[src/hdl/dbff_pkg.sv]
// ----------------------------------------------------------------------------
// dbff_pkg
// Shared types and constants of the dual bitmap first-free finder.
// ----------------------------------------------------------------------------
package dbff_pkg;

  localparam int WORD_BITS  = 64;
  localparam int WORD_IDX_W = 6;
  localparam int BYTE_BITS  = 8;
  localparam int BYTE_IDX_W = 3;
  localparam int WORD_BYTES = WORD_BITS / BYTE_BITS;
  localparam int POS_W      = 12;

  localparam logic OP_FIND   = 1'b0;
  localparam logic OP_TOGGLE = 1'b1;

  typedef enum logic [2:0] {
    ST_CLEAR,
    ST_IDLE,
    ST_FIND,
    ST_TOGGLE,
    ST_DONE
  } state_t;

  // Result of the lowest-zero search over one word.
  typedef struct packed {
    logic                  found;
    logic [WORD_IDX_W-1:0] idx;
  } zf_res_t;

endpackage

[src/hdl/dbff_zero_find.sv]
// ----------------------------------------------------------------------------
// dbff_zero_find
// Finds the lowest zero bit of one bitmap word, byte by byte.
// ----------------------------------------------------------------------------
module dbff_zero_find (
  input  logic [dbff_pkg::WORD_BITS-1:0] word,
  output dbff_pkg::zf_res_t              res
);

  logic [dbff_pkg::WORD_BYTES-1:0] byte_free;
  logic [dbff_pkg::BYTE_IDX_W-1:0] byte_low [dbff_pkg::WORD_BYTES];
  logic [dbff_pkg::BYTE_IDX_W-1:0] byte_sel;

  // Lowest zero inside each byte; scanning downward leaves the lowest one.
  always_comb begin
    for (int b = 0; b < dbff_pkg::WORD_BYTES; b++) begin
      byte_free[b] = ~&word[b*dbff_pkg::BYTE_BITS +: dbff_pkg::BYTE_BITS];
      byte_low[b]  = '0;
      for (int k = dbff_pkg::BYTE_BITS - 1; k >= 0; k--) begin
        if (!word[b*dbff_pkg::BYTE_BITS + k]) begin
          byte_low[b] = dbff_pkg::BYTE_IDX_W'(k);
        end
      end
    end
  end

  always_comb begin
    byte_sel = '0;
    for (int b = dbff_pkg::WORD_BYTES - 1; b >= 0; b--) begin
      if (byte_free[b]) begin
        byte_sel = dbff_pkg::BYTE_IDX_W'(b);
      end
    end
    res.found = |byte_free;
    res.idx   = {byte_sel, byte_low[byte_sel]};
  end

endmodule

[config.mk]
export PLATFORM = sky130hd
export DESIGN_NAME = dbff_zero_find
export DESIGN_NICKNAME = d
export VERILOG_FILES = /design/src/hdl/dbff_pkg.sv /design/src/hdl/dbff_zero_find.sv
export SDC_FILE = /design/constraint.sdc
export NUM_CORES = 1
export LEC_CHECK = 0
export BUFFER_PORTS_ARGS = -buffer_cell sky130_fd_sc_hd__buf_2
export CAP_MARGIN = 20
export CORE_UTILIZATION = 35
export DETAILED_ROUTE_END_ITERATION = 10
export GPL_ROUTABILITY_DRIVEN = 1
export GPL_TIMING_DRIVEN = 0
export PLACE_DENSITY = 0.73
export SETUP_SLACK_MARGIN = 0.5
export SYNTH_ARGS = -nofsm -noshare
export SYNTH_HDL_FRONTEND = slang
export SYNTH_SLANG_ARGS = --single-unit
[constraint.sdc]
create_clock -name vclk -period 2.4
set_clock_uncertainty 0.15 [all_clocks]
set_input_delay 0.48 -clock vclk [all_inputs]
set_output_delay 0.48 -clock vclk [all_outputs]
set_load 0.01 [all_outputs]
==> results of run 1 <==
## timing repair
item,in CTS,in global routing
resized for setup,21,38
endpoints found under the hold margin,0,0
endpoints found under the setup margin,7,7
cloned,0,0
buffers inserted,9,6
pin swaps,10,15
## worst max-delay path, stage by stage
cell      delay [ns]
buf_2           0.11
nand4_1         0.10
or4_4           0.56
a2111o_1        0.46
clkinv_2        0.11
nand2_4         0.05
a311oi_2        0.27
a211oi_2        0.08
buf_2           0.15
## cell usage after synthesis (all sizes together)
cell,instances,share of area [%]
a2111o,1,1.3
a211o,1,1.0
a211oi,2,1.7
a21boi,4,3.4
a21o,1,1.0
a21oi,3,1.7
a221oi,3,4.4
a311oi,6,6.0
a31oi,10,7.2
and2,1,0.72
and3,1,0.72
and4,6,6.0
buf,1,0.57
clkbuf,1,0.43
clkinv,1,0.57
inv,16,6.9
mux2i,1,1.1
nand2,20,8.6
nand2b,4,2.9
nand3,8,4.6
nand4,17,12
nor2,5,2.1
nor2b,2,1.4
nor3,3,1.7
nor3b,1,0.86
nor4,4,2.9
o211a,1,1.1
o211ai,1,0.86
o21ai,20,11
o31ai,1,0.86
or2,2,1.4
or4,2,2.1
## cell type report
class                           count  area, sq um  area share [%]
Multi-Input combinational cell    131          930            55.5
Buffer                              2         20.0            1.20
Inverter                           17         65.1            3.89
Timing Repair Buffer               86          624            37.3
Tap cell                           28         35.0            2.09
## power groups by stage
stage	Combinational [uW]	Clock (uW)	Sequential, uW
floorplan	48.4	0	0
global placement	135	0	0
detailed placement	137	0	0
CTS	146	0	0
global route	194	0	0
finish	174	0	0
## per-layer routing
metal | part of all wire [%] | vias up
met5 | 0 | -
li1 | - | 773
met4 | 1.6 | 0
met3 | 5.6 | 10
met1 | 40 | 686
met2 | 52 | 71
## how the worst max path moves through the flow
stage | from | to | slack (ns) | depth (start not counted)
6_report | word[23] | res[0] | -0.62 | 9
5_1_grt | word[24] | res[0] | -0.64 | 9
4_1_cts | word[24] | res[2] | -0.57 | 9
3_5_place_dp | word[0] | res[2] | -0.62 | 10
3_3_place_gp | word[0] | res[2] | -0.62 | 10
2_1_floorplan | word[24] | res[2] | -0.21 | 7
## per-stage QoR
stage          hold slack (ns)  util (%)
6_report                  1.26      73.6
5_1_grt                   1.28      73.6
4_1_cts                   1.22      64.4
3_5_place_dp              1.22      56.2
3_3_place_gp              1.21      56.2
2_1_floorplan            0.949         -
## cells by family (layout without fill, tap and decap cells)
family	count (synthesis)	count (layout)	synth area share (%)
buffers and inverters	19	105	8.45
AND/OR/NAND/NOR	76	76	48.3
multiplexers	1	1	1.15
AO/OA/AOI/OAI	54	54	42.1
==> impl_metrics.toml, run 1 <==
[status]
violations = "setup timing"
run_status = "complete, but fails checks"

[route]
antenna_left = 0
drc = 0
routed_via_density = 5.83
routed_wl_mm = 3.73
firstDrtPassIters = 5
drt_iter0_drc = 28
wire_per_inst_microns = 14.1
vias = 1540

[yosys]
syn-num-nets = 214
syn_area_sq_um = 873
syn_inst = 150
synth-seq-area-share_pct = 0
synthDistinctLibCells = 34
ys_warn_count = 0
avgSynthCellArea_sq_um = 5.82

[finish]
n_sequential_cell = 0
fillCellCount = 194
clkbuf_count = 0
nets = 302
mostFrequentLayoutCell = "buf_2"
fin_cells = 264
register_area_sq_um = 0
area_delta_synth_final_pct = 91.7
antennaDiodeCount = 0
mostFrequentLayoutCells = "buf_2, nand2_1, buf_6"
design_area_sq_mm = 0.00167
final_layout_size_suffix_gt1_share_pct = 47.0

[critical_path]
end_kind = "output port"
arrival_ns = 2.39
setup.worst_path.class = "in2out"
cp_max_fo = 5
start_kind = "input pin"
cp.required_ns = 1.77

[global_route]
antenna_found_initial = 0
met1_usage_pct = 29.6
grt_pass1_wl_mm = 5.22
grt_overflow = 0
grt_use_met3_pct = 1.17
grt.total_usage_pct = 24.3
use_met2_pct = 48.3
grt_max_degree = 8
top_usage_layer = "met2"
grt_pass1_vias = 1308

[sta]
final.min_clock_period_ns = 3.02
finalHoldViolations = 0
rsz0062_at_grt = "true"
postLayoutSetupSlackWorst_ns = -0.616
setup_viol = 7
slew_headroom_pct = 66.3
max_slew.worst_pin.slew_ns = 0.503
fin_crit_sh_pct = 126
max_freq_ghz = 0.332
drv_slew = 0
finalSetupTns_ns = -2.42

[die]
core_area_sq_mm = 0.00228
start_util_pct = 38.4
die_height_microns = 52.0
die_w_microns = 52.0
num_io_pins = 71
rows = 17
die_area_sq_mm = 0.00270

[power]
switchingPower_uw = 82.5
power.internal_uw = 91.9
clkPwrFrac_pct = 0
power_density_mw_per_mm2 = 104
total_leakage_power_uw = 0.000766
p_sw_share_pct = 47.3
p_seq_share_pct = 0
combPwrFrac_pct = 100.0
power_uw = 174
ir_drop_v = 0.0000895

[place]
postPlaceCellArea_sq_mm = 0.00128
place_ws_ns = -0.624
dp_cells = 249
portBuffers = 71
gp_congestion = 0.803
dp_hpwl_mm = 2.44

[hold_path]
min_from = "word[9]"
whs_path_depth = 4
holdPathEnd = "res[1]"
holdCritPathClass = "in2out"

[run]
drv_cap = 0

[cts]
cts_hold_buf = 0
Note: power is estimated with default switching activity, not from simulation.
==> run 2: changes to the inputs <==
- ABC_AREA: unset -> 1
- PLACE_DENSITY: 0.73 -> 0.69
==> run 2 against run 1 <==
Effect of this change: the run still ends with setup timing left; final cell count increased by 19%; total power grew 14%; design area up 9.9%; fmax is 20% higher; combinational power is 14% higher; worst setup slack gained 0.50 ns.
==> impl_metrics.toml, run 2 <==
[power]
power_uw = 199
power_density_mw_per_mm2 = 108
total_leakage_power_uw = 0.000922
ir_drop_v = 0.0000874

[finish]
fillCellCount = 260
multi_input_area_sq_mm = 0.00105
fin_cells = 315
clkbuf_count = 0
final_layout_size_suffix_gt1_share_pct = 50.7
register_area_sq_um = 0
mostFrequentLayoutCell = "buf_2"
fin_util_pct = 66.7
nets = 350
n_sequential_cell = 0
area_delta_synth_final_pct = 79.9
antennaDiodeCount = 0
mostFrequentLayoutCells = "buf_2, nand2_1, nand3_1"

[route]
drc = 0
antenna_left = 0
drt_iter0_drc = 35
vias = 1575
routed_wl_mm = 3.50
routed_via_density = 5.00
firstDrtPassIters = 4
wire_per_inst_microns = 11.1

[yosys]
syn-num-nets = 267
syn_area_sq_mm = 0.00102
synthDistinctLibCells = 24
synth-seq-area-share_pct = 0
synth_largest_area_cell = "nand2_1"
synth.top_cell.area_share_pct = 19.5
ys_warn_count = 0
syn_inst = 203
yosysMostFrequentCell = "nand2_1"
synth_area_leaders = "nand2_1, nand3_1, inv_1"
avgSynthCellArea_sq_um = 5.04
synth_common_cells = "nand2_1, nand3_1, inv_1, nor2_1, o21ai_0"

[sta]
rsz0062_at_grt = "true"
max_freq_ghz = 0.397
postLayoutSetupSlackWorst_ns = -0.116
final.min_clock_period_ns = 2.52
drv_slew = 0
holdWs_ns = 1.26
finalHoldViolations = 0
fin_crit_sh_pct = 105
setup_viol = 3
max_slew.worst_pin.slew_ns = 0.476
slew_headroom_pct = 68.0

[critical_path]
start_kind = "input pin"
cp.required_ns = 1.77
arrival_ns = 1.89
setup.worst_path.class = "in2out"
cp_max_fo = 5
end_kind = "output port"

[run]
drv_cap = 0

[status]
run_status = "complete, but fails checks"
violations = "setup timing"

[die]
rows = 19
die_height_microns = 56.0
die_area_sq_mm = 0.00314
num_io_pins = 71
die_w_microns = 56.0
start_util_pct = 37.1
core_area_sq_mm = 0.00276

[place]
gp_congestion = 0.798
dp_cells = 305
portBuffers = 71
dp_hpwl_mm = 2.45

[global_route]
grt_overflow = 0
grt_max_degree = 11
grt.total_usage_pct = 19.7
grt_pass1_wl_mm = 5.40
grt_pass1_vias = 1386
antenna_found_initial = 0

[hold_path]
holdCritPathClass = "in2out"

[cts]
cts_hold_buf = 0
-- run 2: cells by family after synthesis --
group                  Yosys count  share of synthesized area [%]
and+or+nand+nor                137                           66.7
buffers and inverters           34                           14.2
AOI/OAI and AO/OA               32                           19.1
-- run 2: metal layers --
layer | global-route usage [%] | wire length (microns) | vias to the layer above
met5 | 0 | 0 | -
met4 | 0 | 39 | 0
met3 | 0.233 | 143 | 4
met2 | 36.1 | 1810 | 46
met1 | 27.5 | 1510 | 689
li1 | - | - | 836
-- run 2: critical path, cell delays in order --
cell     delay (ns)
buf_8          0.07
nand2_4        0.05
inv_4          0.06
nand2_4        0.05
nor2_4         0.11
nand2_1        0.05
nand2_1        0.05
nand2_1        0.05
nand2_1        0.07
nand2_2        0.06
nand2_4        0.09
nand2_8        0.07
buf_12         0.15
o21ai_0        0.17
nor2_1         0.07
nand2_1        0.08
buf_2          0.13
-- run 2: final cells by class --
class              instances  share of cell area (%)
multi-input cells        169                    56.9
repair buffers            81                    32.7
inverters                 32                    6.94
well taps                 31                    2.11
plain buffers              2                    1.36
-- run 2: final timing paths --
kind / slack, ns / endpoint / depth (start not counted) / from
setup / recovery: -0.12 / res[1] / 17 / word[49]
hold / removal: 1.26 / res[0] / 6 / word[0]
-- run 2: report_power, final --
part | total, uW | internal (uW) | leakage (uW) | switching [uW]
sequential | 0 | 0 | 0 | 0
clock | 0 | 0 | 0 | 0
combinational | 199 | 101 | 0.000922 | 97.2
total | 199 | 101 | 0.000922 | 97.2
-- run 2: timing repair --
action | in CTS | in global routing
cloned | 0 | 1
setup endpoints to repair | 7 | 7
pin swaps | 13 | 27
setup buffers | 6 | 3
resized for setup | 13 | 52
-- run 2: stage by stage --
stage                     cell area, sq um  worst slack [ns]  TNS, ns
after CTS                             1560            -0.184   -0.550
after global routing                  1840            -0.248   -0.677
final                                 1840            -0.116   -0.291
after global placement                1450            -0.224   -0.652
after detailed placement              1450            -0.219   -0.645
after floorplan                       1060             0.172        0
